===== src/hdl/assert_macros.svh =====
// assertion helpers, empty when SYNTH is defined
`ifndef ASSERT_MACROS_SVH
`define ASSERT_MACROS_SVH

`ifndef SYNTH

// property holds at every clock edge outside reset
`define ASSERT_ALWAYS(lbl, clk, rst, prop) \
   lbl: assert property (@(posedge clk) disable iff (rst) (prop)) \
      else $error("assertion failed: invariant");

// consequent holds in the same cycle as the antecedent
`define ASSERT_IMPLY(lbl, clk, rst, ante, cons) \
   lbl: assert property (@(posedge clk) disable iff (rst) (ante) |-> (cons)) \
      else $error("assertion failed: same-cycle implication");

// consequent holds in the cycle after the antecedent
`define ASSERT_NEXT(lbl, clk, rst, ante, cons) \
   lbl: assert property (@(posedge clk) disable iff (rst) (ante) |=> (cons)) \
      else $error("assertion failed: next-cycle implication");

`else

`define ASSERT_ALWAYS(lbl, clk, rst, prop)
`define ASSERT_IMPLY(lbl, clk, rst, ante, cons)
`define ASSERT_NEXT(lbl, clk, rst, ante, cons)

`endif

`endif


===== src/hdl/tkst_pkg.sv =====
package tkst_pkg;

   // default sizes
   localparam int TABLE_DEPTH_DEF = 8;
   localparam int NAME_CHARS_DEF  = 8;

   // fixed field widths
   localparam int SCORE_W = 32;
   localparam int NAME_W  = 64;
   localparam int LEN_W   = 4;
   localparam int RIDX_W  = 3;
   localparam int RANK_W  = 3;
   localparam int FILL_W  = 4;

   typedef enum logic [1:0] {
      OP_QUALIFY = 2'd0,
      OP_INSERT  = 2'd1,
      OP_CLEAR   = 2'd2,
      OP_READ    = 2'd3
   } opcode_type;

   // controller to table commands
   typedef struct packed {
      logic ld_en;    // capture incoming entry
      logic rd_en;    // read slot at rd_addr
      logic wr_en;    // write slot at wr_addr
      logic wr_new;   // write captured entry, else move read data down
      logic held_clr; // empty the table
      logic held_inc; // one more entry, saturating at depth
   } tbl_ctrl_type;

endpackage


===== src/hdl/tkst_req_if.sv =====
interface tkst_req_if;
   import tkst_pkg::*;

   logic                valid;
   logic                ready;
   opcode_type          opcode;
   logic [SCORE_W-1:0]  score;
   logic [NAME_W-1:0]   player_name;
   logic [LEN_W-1:0]    name_len;
   logic [RIDX_W-1:0]   read_index;

   modport source (
      output valid, opcode, score, player_name, name_len, read_index,
      input  ready
   );

   modport sink (
      input  valid, opcode, score, player_name, name_len, read_index,
      output ready
   );

endinterface


===== src/hdl/tkst_rsp_if.sv =====
interface tkst_rsp_if;
   import tkst_pkg::*;

   logic                valid;
   logic                ready;
   logic                placed;
   logic [RANK_W-1:0]   rank;
   logic                entry_valid;
   logic [SCORE_W-1:0]  entry_score;
   logic [NAME_W-1:0]   entry_name;
   logic [LEN_W-1:0]    entry_name_len;
   logic [FILL_W-1:0]   fill_count;

   modport source (
      output valid, placed, rank, entry_valid, entry_score, entry_name,
             entry_name_len, fill_count,
      input  ready
   );

   modport sink (
      input  valid, placed, rank, entry_valid, entry_score, entry_name,
             entry_name_len, fill_count,
      output ready
   );

endinterface


===== src/hdl/tkst_table.sv =====
`include "assert_macros.svh"

module tkst_table #(
   parameter int TABLE_DEPTH = tkst_pkg::TABLE_DEPTH_DEF,
   parameter int NAME_CHARS  = tkst_pkg::NAME_CHARS_DEF,
   localparam int IDX_W      = (TABLE_DEPTH > 1) ? $clog2(TABLE_DEPTH) : 1,
   localparam int CNT_W      = $clog2(TABLE_DEPTH + 1)
) (
   input  logic                          clock,
   input  logic                          reset,
   input  tkst_pkg::tbl_ctrl_type        tbl_ctrl,
   input  logic [IDX_W-1:0]              rd_addr,
   input  logic [IDX_W-1:0]              wr_addr,
   input  logic [tkst_pkg::SCORE_W-1:0]  ld_score,
   input  logic [tkst_pkg::NAME_W-1:0]   ld_name,
   input  logic [tkst_pkg::LEN_W-1:0]    ld_len,
   output logic [CNT_W-1:0]              held,
   output logic [tkst_pkg::SCORE_W-1:0]  stg_score,
   output logic [tkst_pkg::SCORE_W-1:0]  rd_score,
   output logic [tkst_pkg::NAME_W-1:0]   rd_name,
   output logic [tkst_pkg::LEN_W-1:0]    rd_len
);
   import tkst_pkg::*;

   localparam int NAME_BITS = NAME_CHARS * 8;

   logic [SCORE_W-1:0]   score_mem [TABLE_DEPTH];
   logic [NAME_BITS-1:0] name_mem  [TABLE_DEPTH];
   logic [LEN_W-1:0]     len_mem   [TABLE_DEPTH];

   logic [SCORE_W-1:0]   rd_score_ff;
   logic [NAME_BITS-1:0] rd_name_ff;
   logic [LEN_W-1:0]     rd_len_ff;

   logic [SCORE_W-1:0]   stg_score_ff;
   logic [NAME_BITS-1:0] stg_name_ff;
   logic [LEN_W-1:0]     stg_len_ff;

   logic [LEN_W-1:0]     len_sat;
   logic [NAME_BITS-1:0] name_msk;

   logic [CNT_W-1:0]     held_ff;
   logic [CNT_W-1:0]     held_in;

   // saturate length, zero bytes past it
   always_comb begin
      len_sat = (ld_len > LEN_W'(NAME_CHARS)) ? LEN_W'(NAME_CHARS) : ld_len;
      for (int b = 0; b < NAME_CHARS; b++) begin
         name_msk[b*8 +: 8] = (LEN_W'(b) < len_sat) ? ld_name[b*8 +: 8] : 8'h00;
      end
   end

   always_ff @(posedge clock) begin
      if (tbl_ctrl.ld_en) begin
         stg_score_ff <= ld_score;
         stg_name_ff  <= name_msk;
         stg_len_ff   <= len_sat;
      end
      if (tbl_ctrl.wr_en) begin
         score_mem[wr_addr] <= tbl_ctrl.wr_new ? stg_score_ff : rd_score_ff;
         name_mem[wr_addr]  <= tbl_ctrl.wr_new ? stg_name_ff  : rd_name_ff;
         len_mem[wr_addr]   <= tbl_ctrl.wr_new ? stg_len_ff   : rd_len_ff;
      end
      if (tbl_ctrl.rd_en) begin
         rd_score_ff <= score_mem[rd_addr];
         rd_name_ff  <= name_mem[rd_addr];
         rd_len_ff   <= len_mem[rd_addr];
      end
   end

   always_comb begin
      held_in = held_ff;
      if (tbl_ctrl.held_clr) begin
         held_in = '0;
      end else if (tbl_ctrl.held_inc && (held_ff != CNT_W'(TABLE_DEPTH))) begin
         held_in = held_ff + 1'b1;
      end
   end

   always_ff @(posedge clock) begin
      if (reset) begin
         held_ff <= '0;
      end else begin
         held_ff <= held_in;
      end
   end

   assign held      = held_ff;
   assign stg_score = stg_score_ff;
   assign rd_score  = rd_score_ff;
   assign rd_name   = NAME_W'(rd_name_ff);
   assign rd_len    = rd_len_ff;

   `ASSERT_ALWAYS(a_held_bound, clock, reset, held_ff <= CNT_W'(TABLE_DEPTH))
   `ASSERT_NEXT(a_held_clear, clock, reset, tbl_ctrl.held_clr, held_ff == '0)
   `ASSERT_NEXT(a_held_grow, clock, reset, tbl_ctrl.held_inc && !tbl_ctrl.held_clr && held_ff != CNT_W'(TABLE_DEPTH), held_ff == $past(held_ff) + 1'b1)

endmodule


===== src/hdl/tkst_ctrl.sv =====
`include "assert_macros.svh"

module tkst_ctrl #(
   parameter int TABLE_DEPTH = tkst_pkg::TABLE_DEPTH_DEF,
   localparam int IDX_W      = (TABLE_DEPTH > 1) ? $clog2(TABLE_DEPTH) : 1,
   localparam int CNT_W      = $clog2(TABLE_DEPTH + 1)
) (
   input  logic                          clock,
   input  logic                          reset,
   tkst_req_if.sink                      req_ch,
   tkst_rsp_if.source                    rsp_ch,
   output tkst_pkg::tbl_ctrl_type        tbl_ctrl,
   output logic [IDX_W-1:0]              rd_addr,
   output logic [IDX_W-1:0]              wr_addr,
   input  logic [CNT_W-1:0]              held,
   input  logic [tkst_pkg::SCORE_W-1:0]  stg_score,
   input  logic [tkst_pkg::SCORE_W-1:0]  rd_score,
   input  logic [tkst_pkg::NAME_W-1:0]   rd_name,
   input  logic [tkst_pkg::LEN_W-1:0]    rd_len
);
   import tkst_pkg::*;

   localparam int CW = (CNT_W > RIDX_W) ? CNT_W : RIDX_W;

   typedef enum logic [1:0] {
      ST_IDLE,
      ST_SCAN,
      ST_DONE
   } state_type;

   state_type          state_ff, state_in;
   opcode_type         op_ff, op_in;
   logic [IDX_W-1:0]   idx_ff, idx_in;
   logic [CNT_W-1:0]   pos_ff, pos_in;
   logic               ridx_ok_ff, ridx_ok_in;

   logic               rsp_valid_ff, rsp_valid_in;
   logic               rsp_placed_ff, rsp_placed_in;
   logic [RANK_W-1:0]  rsp_rank_ff, rsp_rank_in;
   logic               rsp_evalid_ff, rsp_evalid_in;
   logic [SCORE_W-1:0] rsp_escore_ff, rsp_escore_in;
   logic [NAME_W-1:0]  rsp_ename_ff, rsp_ename_in;
   logic [LEN_W-1:0]   rsp_elen_ff, rsp_elen_in;
   logic [FILL_W-1:0]  rsp_fill_ff, rsp_fill_in;

   logic               accept;
   logic               out_free;
   logic               score_gt;
   logic               hit;
   logic [CNT_W-1:0]   idx_next;
   logic [IDX_W-1:0]   held_last;
   logic [CNT_W-1:0]   held_after;

   assign req_ch.ready = (state_ff == ST_IDLE);
   assign accept       = req_ch.valid && req_ch.ready;
   assign out_free     = !rsp_valid_ff || rsp_ch.ready;

   // the one shared comparator: captured score against the slot just read
   assign score_gt   = stg_score > rd_score;
   assign hit        = pos_ff != CNT_W'(TABLE_DEPTH);
   assign idx_next   = CNT_W'(idx_ff) + 1'b1;
   assign held_last  = IDX_W'(held - 1'b1);
   assign held_after = (hit && (held != CNT_W'(TABLE_DEPTH))) ? held + 1'b1 : held;

   always_comb begin
      tbl_ctrl      = '0;
      rd_addr       = '0;
      wr_addr       = '0;
      state_in      = state_ff;
      op_in         = op_ff;
      idx_in        = idx_ff;
      pos_in        = pos_ff;
      ridx_ok_in    = ridx_ok_ff;
      rsp_valid_in  = rsp_valid_ff && !rsp_ch.ready;
      rsp_placed_in = rsp_placed_ff;
      rsp_rank_in   = rsp_rank_ff;
      rsp_evalid_in = rsp_evalid_ff;
      rsp_escore_in = rsp_escore_ff;
      rsp_ename_in  = rsp_ename_ff;
      rsp_elen_in   = rsp_elen_ff;
      rsp_fill_in   = rsp_fill_ff;

      unique case (state_ff)
         ST_IDLE: begin
            if (accept) begin
               op_in = req_ch.opcode;
               unique case (req_ch.opcode)
                  OP_QUALIFY, OP_INSERT: begin
                     tbl_ctrl.ld_en = 1'b1;
                     if ((req_ch.opcode == OP_INSERT) && (req_ch.name_len == '0)) begin
                        // empty name, refused
                        pos_in   = CNT_W'(TABLE_DEPTH);
                        state_in = ST_DONE;
                     end else if (held == '0) begin
                        pos_in   = '0;
                        state_in = ST_DONE;
                     end else begin
                        tbl_ctrl.rd_en = 1'b1;
                        rd_addr        = held_last;
                        idx_in         = held_last;
                        state_in       = ST_SCAN;
                     end
                  end
                  OP_CLEAR: begin
                     state_in = ST_DONE;
                  end
                  OP_READ: begin
                     tbl_ctrl.rd_en = 1'b1;
                     rd_addr        = IDX_W'(req_ch.read_index);
                     ridx_ok_in     = CW'(req_ch.read_index) < CW'(held);
                     state_in       = ST_DONE;
                  end
               endcase
            end
         end

         ST_SCAN: begin
            // walk from the last entry upward, on insert moving beaten entries down
            if (score_gt) begin
               if ((op_ff == OP_INSERT) && (idx_next != CNT_W'(TABLE_DEPTH))) begin
                  tbl_ctrl.wr_en = 1'b1;
                  wr_addr        = IDX_W'(idx_next);
               end
               if (idx_ff == '0) begin
                  pos_in   = '0;
                  state_in = ST_DONE;
               end else begin
                  tbl_ctrl.rd_en = 1'b1;
                  rd_addr        = idx_ff - 1'b1;
                  idx_in         = idx_ff - 1'b1;
               end
            end else begin
               pos_in   = idx_next;
               state_in = ST_DONE;
            end
         end

         ST_DONE: begin
            if (out_free) begin
               rsp_valid_in  = 1'b1;
               rsp_placed_in = 1'b0;
               rsp_rank_in   = '0;
               rsp_evalid_in = 1'b0;
               rsp_escore_in = '0;
               rsp_ename_in  = '0;
               rsp_elen_in   = '0;
               rsp_fill_in   = FILL_W'(held);
               state_in      = ST_IDLE;
               unique case (op_ff)
                  OP_QUALIFY: begin
                     rsp_placed_in = hit;
                     rsp_rank_in   = hit ? RANK_W'(pos_ff) : '0;
                  end
                  OP_INSERT: begin
                     rsp_placed_in = hit;
                     rsp_rank_in   = hit ? RANK_W'(pos_ff) : '0;
                     rsp_fill_in   = FILL_W'(held_after);
                     if (hit) begin
                        tbl_ctrl.wr_en    = 1'b1;
                        tbl_ctrl.wr_new   = 1'b1;
                        tbl_ctrl.held_inc = 1'b1;
                        wr_addr           = IDX_W'(pos_ff);
                     end
                  end
                  OP_CLEAR: begin
                     tbl_ctrl.held_clr = 1'b1;
                     rsp_fill_in       = '0;
                  end
                  OP_READ: begin
                     rsp_evalid_in = ridx_ok_ff;
                     if (ridx_ok_ff) begin
                        rsp_escore_in = rd_score;
                        rsp_ename_in  = rd_name;
                        rsp_elen_in   = rd_len;
                     end
                  end
               endcase
            end
         end

         default: begin
            state_in = ST_IDLE;
         end
      endcase
   end

   always_ff @(posedge clock) begin
      if (reset) begin
         state_ff     <= ST_IDLE;
         rsp_valid_ff <= 1'b0;
      end else begin
         state_ff     <= state_in;
         rsp_valid_ff <= rsp_valid_in;
      end
      op_ff         <= op_in;
      idx_ff        <= idx_in;
      pos_ff        <= pos_in;
      ridx_ok_ff    <= ridx_ok_in;
      rsp_placed_ff <= rsp_placed_in;
      rsp_rank_ff   <= rsp_rank_in;
      rsp_evalid_ff <= rsp_evalid_in;
      rsp_escore_ff <= rsp_escore_in;
      rsp_ename_ff  <= rsp_ename_in;
      rsp_elen_ff   <= rsp_elen_in;
      rsp_fill_ff   <= rsp_fill_in;
   end

   assign rsp_ch.valid          = rsp_valid_ff;
   assign rsp_ch.placed         = rsp_placed_ff;
   assign rsp_ch.rank           = rsp_rank_ff;
   assign rsp_ch.entry_valid    = rsp_evalid_ff;
   assign rsp_ch.entry_score    = rsp_escore_ff;
   assign rsp_ch.entry_name     = rsp_ename_ff;
   assign rsp_ch.entry_name_len = rsp_elen_ff;
   assign rsp_ch.fill_count     = rsp_fill_ff;

   `ASSERT_IMPLY(a_shift_in_scan, clock, reset, tbl_ctrl.wr_en && !tbl_ctrl.wr_new,
      state_ff == ST_SCAN && op_ff == OP_INSERT)
   `ASSERT_IMPLY(a_rsp_from_done, clock, reset, $rose(rsp_valid_ff),
      $past(state_ff == ST_DONE))
   `ASSERT_NEXT(a_busy_after_accept, clock, reset, accept, state_ff != ST_IDLE)

endmodule


===== src/hdl/top_k_sorted_score_table.sv =====
// channel   dir  payload
// req_ch    in   opcode, score, player_name, name_len, read_index
// rsp_ch    out  placed, rank, entry_valid, entry_score, entry_name, entry_name_len, fill_count
//
// clear, read and a refused empty-name insert go from the transfer straight to the result step
// qualify and insert first compare k slots (1 to TABLE_DEPTH, 0 if empty), then give the result
// the walk uses the single score comparator on the table's one read port,
// a slot a cycle
// reset is synchronous and empties the table; slot contents are not cleared
// a result waiting on rsp_ch holds the sequencer in its last step, req_ch.ready stays low
module top_k_sorted_score_table #(
   parameter int TABLE_DEPTH = tkst_pkg::TABLE_DEPTH_DEF,
   parameter int NAME_CHARS  = tkst_pkg::NAME_CHARS_DEF
) (
   input  logic        clock,
   input  logic        reset,
   tkst_req_if.sink    req_ch,
   tkst_rsp_if.source  rsp_ch
);
   import tkst_pkg::*;

   localparam int IDX_W = (TABLE_DEPTH > 1) ? $clog2(TABLE_DEPTH) : 1;
   localparam int CNT_W = $clog2(TABLE_DEPTH + 1);

   // sequencer to table commands
   tbl_ctrl_type        tbl_ctrl;
   logic [IDX_W-1:0]    rd_addr;
   logic [IDX_W-1:0]    wr_addr;

   // table state seen by the sequencer
   logic [CNT_W-1:0]    held;
   logic [SCORE_W-1:0]  stg_score;
   logic [SCORE_W-1:0]  rd_score;
   logic [NAME_W-1:0]   rd_name;
   logic [LEN_W-1:0]    rd_len;

   // sequencer: compare walk, shift control, result register
   tkst_ctrl #(
      .TABLE_DEPTH (TABLE_DEPTH)
   ) u_ctrl (
      .clock     (clock),
      .reset     (reset),
      .req_ch    (req_ch),
      .rsp_ch    (rsp_ch),
      .tbl_ctrl  (tbl_ctrl),
      .rd_addr   (rd_addr),
      .wr_addr   (wr_addr),
      .held      (held),
      .stg_score (stg_score),
      .rd_score  (rd_score),
      .rd_name   (rd_name),
      .rd_len    (rd_len)
   );

   // slot memory, fill count and the captured entry of the current transfer
   tkst_table #(
      .TABLE_DEPTH (TABLE_DEPTH),
      .NAME_CHARS  (NAME_CHARS)
   ) u_table (
      .clock     (clock),
      .reset     (reset),
      .tbl_ctrl  (tbl_ctrl),
      .rd_addr   (rd_addr),
      .wr_addr   (wr_addr),
      .ld_score  (req_ch.score),
      .ld_name   (req_ch.player_name),
      .ld_len    (req_ch.name_len),
      .held      (held),
      .stg_score (stg_score),
      .rd_score  (rd_score),
      .rd_name   (rd_name),
      .rd_len    (rd_len)
   );

endmodule

===== src/flat_wrapper.sv =====
// flat-port wrapper written by rule: the top's interface ports become plain ports
module top_k_sorted_score_table_flat import tkst_pkg::*;
#(
   parameter int TABLE_DEPTH = tkst_pkg::TABLE_DEPTH_DEF,
   parameter int NAME_CHARS  = tkst_pkg::NAME_CHARS_DEF
)
  (clock, reset, req_ch_valid, req_ch_opcode, req_ch_score, req_ch_player_name, req_ch_name_len, req_ch_read_index, req_ch_ready, rsp_ch_valid, rsp_ch_placed, rsp_ch_rank, rsp_ch_entry_valid, rsp_ch_entry_score, rsp_ch_entry_name, rsp_ch_entry_name_len, rsp_ch_fill_count, rsp_ch_ready);
  tkst_req_if req_ch_i ();
  tkst_rsp_if rsp_ch_i ();
  input  logic clock;
  input  logic reset;
  input wire logic [$bits(req_ch_i.valid)-1:0] req_ch_valid;
  input wire logic [$bits(req_ch_i.opcode)-1:0] req_ch_opcode;
  input wire logic [$bits(req_ch_i.score)-1:0] req_ch_score;
  input wire logic [$bits(req_ch_i.player_name)-1:0] req_ch_player_name;
  input wire logic [$bits(req_ch_i.name_len)-1:0] req_ch_name_len;
  input wire logic [$bits(req_ch_i.read_index)-1:0] req_ch_read_index;
  output wire logic [$bits(req_ch_i.ready)-1:0] req_ch_ready;
  output wire logic [$bits(rsp_ch_i.valid)-1:0] rsp_ch_valid;
  output wire logic [$bits(rsp_ch_i.placed)-1:0] rsp_ch_placed;
  output wire logic [$bits(rsp_ch_i.rank)-1:0] rsp_ch_rank;
  output wire logic [$bits(rsp_ch_i.entry_valid)-1:0] rsp_ch_entry_valid;
  output wire logic [$bits(rsp_ch_i.entry_score)-1:0] rsp_ch_entry_score;
  output wire logic [$bits(rsp_ch_i.entry_name)-1:0] rsp_ch_entry_name;
  output wire logic [$bits(rsp_ch_i.entry_name_len)-1:0] rsp_ch_entry_name_len;
  output wire logic [$bits(rsp_ch_i.fill_count)-1:0] rsp_ch_fill_count;
  input wire logic [$bits(rsp_ch_i.ready)-1:0] rsp_ch_ready;
  assign req_ch_i.valid = req_ch_valid;
  assign req_ch_i.opcode = req_ch_opcode;
  assign req_ch_i.score = req_ch_score;
  assign req_ch_i.player_name = req_ch_player_name;
  assign req_ch_i.name_len = req_ch_name_len;
  assign req_ch_i.read_index = req_ch_read_index;
  assign req_ch_ready = req_ch_i.ready;
  assign rsp_ch_valid = rsp_ch_i.valid;
  assign rsp_ch_placed = rsp_ch_i.placed;
  assign rsp_ch_rank = rsp_ch_i.rank;
  assign rsp_ch_entry_valid = rsp_ch_i.entry_valid;
  assign rsp_ch_entry_score = rsp_ch_i.entry_score;
  assign rsp_ch_entry_name = rsp_ch_i.entry_name;
  assign rsp_ch_entry_name_len = rsp_ch_i.entry_name_len;
  assign rsp_ch_fill_count = rsp_ch_i.fill_count;
  assign rsp_ch_i.ready = rsp_ch_ready;
  top_k_sorted_score_table #(.TABLE_DEPTH(TABLE_DEPTH), .NAME_CHARS(NAME_CHARS)) u_core (.clock(clock), .reset(reset), .req_ch(req_ch_i), .rsp_ch(rsp_ch_i));
endmodule

===== config.mk =====
export PLATFORM = sky130hd
export DESIGN_NAME = top_k_sorted_score_table_flat
export DESIGN_NICKNAME = d
export VERILOG_FILES = /design/src/hdl/tkst_pkg.sv /design/src/hdl/tkst_req_if.sv /design/src/hdl/tkst_rsp_if.sv /design/src/hdl/tkst_table.sv /design/src/hdl/tkst_ctrl.sv /design/src/hdl/top_k_sorted_score_table.sv /design/src/flat_wrapper.sv
export VERILOG_INCLUDE_DIRS = /design/src /design/src/hdl
export SDC_FILE = /design/constraint.sdc
export NUM_CORES = 1
export LEC_CHECK = 0
export BUFFER_PORTS_ARGS = -buffer_cell sky130_fd_sc_hd__buf_2
export CAP_MARGIN = 15
export CORE_UTILIZATION = 61
export DETAILED_ROUTE_END_ITERATION = 16
export PLACE_DENSITY = 0.79
export SYNTH_ARGS = -nofsm -noshare
export SYNTH_HDL_FRONTEND = slang
export SYNTH_HIERARCHICAL = 1
export SYNTH_SLANG_ARGS = --single-unit

===== constraint.sdc =====
create_clock -name clock -period 19.5 [get_ports clock]
set_clock_uncertainty 0.15 [all_clocks]
set_input_delay 0.975 -clock clock [delete_from_list [all_inputs] [get_ports clock]]
set_output_delay 0.975 -clock clock [all_outputs]
set_load 0.05 [all_outputs]

==> metrics.cfg <==
[synth]
synth_nets=2223
yosysWarnings=6
synth_top_cells_by_area=edfxtp_1 (75%), mux4_1 (12%), mux2_2 (5.0%)
synthCells=2065
synthDistinctLibCells=52
avgSynthCellArea_um2=21.6
synthAdderAreaFrac=0.0137
synth_top_family_by_area=multiplexers
synth_xor_area_frac=0.00118
synth-compound-area-share=0.00804
synthMuxAreaShare=0.169
synthArstFlopShare=0
post-synth-top-area-cell=edfxtp_1
synth-edff-count=1119
ys_seq_area_frac=0.755
synth_simple_gate_area_frac=0.0366
netlist_area_um2=44700
synth_seq_cells=1126
synth_flop_cell=edfxtp_1
synth_top_area_frac=0.752

[route]
via_count=21600
wire_per_inst_um=28.3
drc_errors=0
ant_nets=0
viasPerCell=6.41
wirelength_um=95700
firstDrtPassIters=6
first_iter_violations=2106

[clock_tree]
cts_tree=done
numCtsBuffers=106
clk_path_buf_depth=3
ctsHoldBuffers=0
cts_resized=0
htreeDepth=3
clock-sinks=1126
clkLatencyLatePin_ps=680
clk_pin_slew_worst_paths_ps=70
clock-root-buffer=clkbuf_16
post_cts_buffers=0

[final_layout]
nFillCells=4084
layout_common_cells=edfxtp_1 (1119), buf_2 (220), mux2_2 (200), mux4_1 (200), clkbuf_16 (106)
layout_commonest_cell=edfxtp_1
nets=2490
fin_cells=3378
syn_to_final_growth_pct=12.8
drive_above_1_share=0.259

[pwr]
clkPwrFrac=0.402
total_power_mw=5.15
power_switching_mw=1.14
ir_worst_vdd_v=0.0000688
cellPowerDensity_nw_per_um2=102
p_comb_frac=0.064
internal_power_mw=4.01
p_seq_frac=0.535
p_sw_frac=0.221
leakagePower_nw=17.1

[timing]
setup_viol=0
grt_setup_unrepaired=false
period_share=0.315
slew_viol_final=0
max_clock_freq_mhz=163
period_minus_slack_ps=6130
hold_viol=0
tightest_slew_ps=1160
finalWorstSetupSlack_ps=13370
hold_slack_ps=322
fin_tns_setup_ps=0
relSlewSlack=0.221

[grt]
grt_max_degree=171
grt_pass1_wl_um=140000
track_usage=0.259
antenna_found_initial=4
overflow=0
grt_pass1_vias=22300

[job]
max_cap_viol_count=0

[setup_path]
start_kind=flop
worstPathMaxFanout=132
slowest_stage=buf_4
path_buf_inv=3
critical_path_class=reg2reg
critPathArrivalTime_ps=6400
cpPeakStageDelay_ps=840
crit_required_ps=19760
cp_top_family=compound AO/OA/AOI/OAI gates
crit_path_end_kind=flop
crit_chain=inv_1 -> ha_1 -> nor2b_1 -> o211ai_1 -> a2111oi_2 -> nor3_1 -> a2bb2oi_2 -> or2_1 -> o221ai_4 -> buf_4 -> buf_12 -> mux4_1 -> mux2_2

[placement]
place_ws_ps=13030
dp_cells=3172
gp_congestion=0.801
place_hpwl_um=50000
io_buffers=219

[status]
outcome=finished, final reports clean

[die]
core_region_area_um2=72000
die_w_um=273
die_h_um=273
num_rows=98
initial_core_util=0.621
die_area_um2=74300
num_io_pins=220

[worst_hold_path]
hold_class=in2reg

cell type report:
type                    count  area, um^2  area share
flip-flops and latches   1126       33700       0.670
multi-input cells         793       10400       0.206
clock buffers             123        2720      0.0539
repair buffers            255        1390      0.0276
well taps                 950        1190      0.0236
clock inverters            78         807      0.0160
inverters                  50         188     0.00372
diodes                      3        7.51    0.000149
synthesized netlist by cell type, types with 3 or more instances:
library cell and n:
o31ai_1 3, and3_1 104, clkbuf_1 52, nor3_1 8, xnor2_1 4, inv_1 50
buf_6 22, a21oi_1 18, dfxtp_1 7, o21ai_0 10, o21a_1 4, nor4_1 3
nand4_1 9, buf_1 8, mux2_2 200, buf_2 13, mux4_1 200, edfxtp_1 1119
ha_1 49, and2_1 12, nor2_1 23, nand2_1 26, a21boi_0 3, nand3_1 8
nand2b_1 7, nor2b_1 67, o221ai_1 3
metal layers:
layer  vias up  share of wire  track usage
met5         -       0.000084            0
met4         2          0.027       0.0921
met3       160          0.077       0.0400
met2      1078           0.51        0.441
met1     11200           0.39        0.343
li1       9161              -            -
state kept, by name, summed over array words and instances (netlist names), 2 cells and up:
register and cells:
u_core/u_table/score_mem 256, u_core/u_ctrl/rsp_ch.entry_name 64, u_core/u_table/rd_score 32, u_core/u_table/rd_len 4
u_core/u_ctrl/state_ff 2, u_core/u_ctrl/rsp_ch.entry_score 32, u_core/u_ctrl/rsp_ch.fill_count 4, u_core/u_ctrl/rsp_ch.entry_name_len 4
u_core/u_table/held 4, u_core/u_ctrl/idx_ff 3, u_core/u_ctrl/pos_ff 4, u_core/u_table/stg_len_ff 4
u_core/u_table/name_mem 512, u_core/u_ctrl/rsp_ch.rank 3, u_core/u_table/len_mem 32, u_core/u_table/stg_name_ff 64
u_core/u_ctrl/op_ff 2, u_core/u_table/rd_name 64, u_core/u_table/stg_score 32
power by group through the flow:
stage | clock, mW | sequential (mW) | combinational, mW
2_1_floorplan | 0 | 2.88 | 0.151
3_3_place_gp | 0 | 2.80 | 0.313
3_5_place_dp | 0 | 2.80 | 0.325
4_1_cts | 2.09 | 2.75 | 0.328
5_1_grt | 2.18 | 2.75 | 0.344
6_report | 2.07 | 2.75 | 0.327
logic make-up (layout without fill, tap and decap cells):
kind of cell,Yosys count,in the layout
AOI/OAI and AO/OA,55,55
xor gates and xnor gates,6,6
adders and majority gates,49,49
buffers and inverters,146,506
DFF,1126,1126
muxes,403,403
other,0,3
and+or+nand+nor,280,280
per-stage QoR:
stage	area [um^2]	util
after floorplan	44700	-
after global placement	46900	0.651
after detailed placement	46900	0.651
after CTS	50400	0.700
after global routing	50400	0.700
final	50400	0.700
final timing paths:
path | depth (start not counted) | from | slack (ps) | endpoint
max | 13 | u_core/u_table/rd_score[1] | 13370 | u_core/u_table/rd_score[2]
min | 1 | req_ch_score[19] | 320 | u_core/u_table/stg_score[19]
max reg2reg | 13 | u_core/u_table/rd_score[1] | 13370 | u_core/u_table/rd_score[2]
min reg2reg | 1 | u_core/u_ctrl/state_ff[1] | 380 | u_core/u_ctrl/state_ff[1]
No activity file was read; power rests on OpenSTA's default activity.
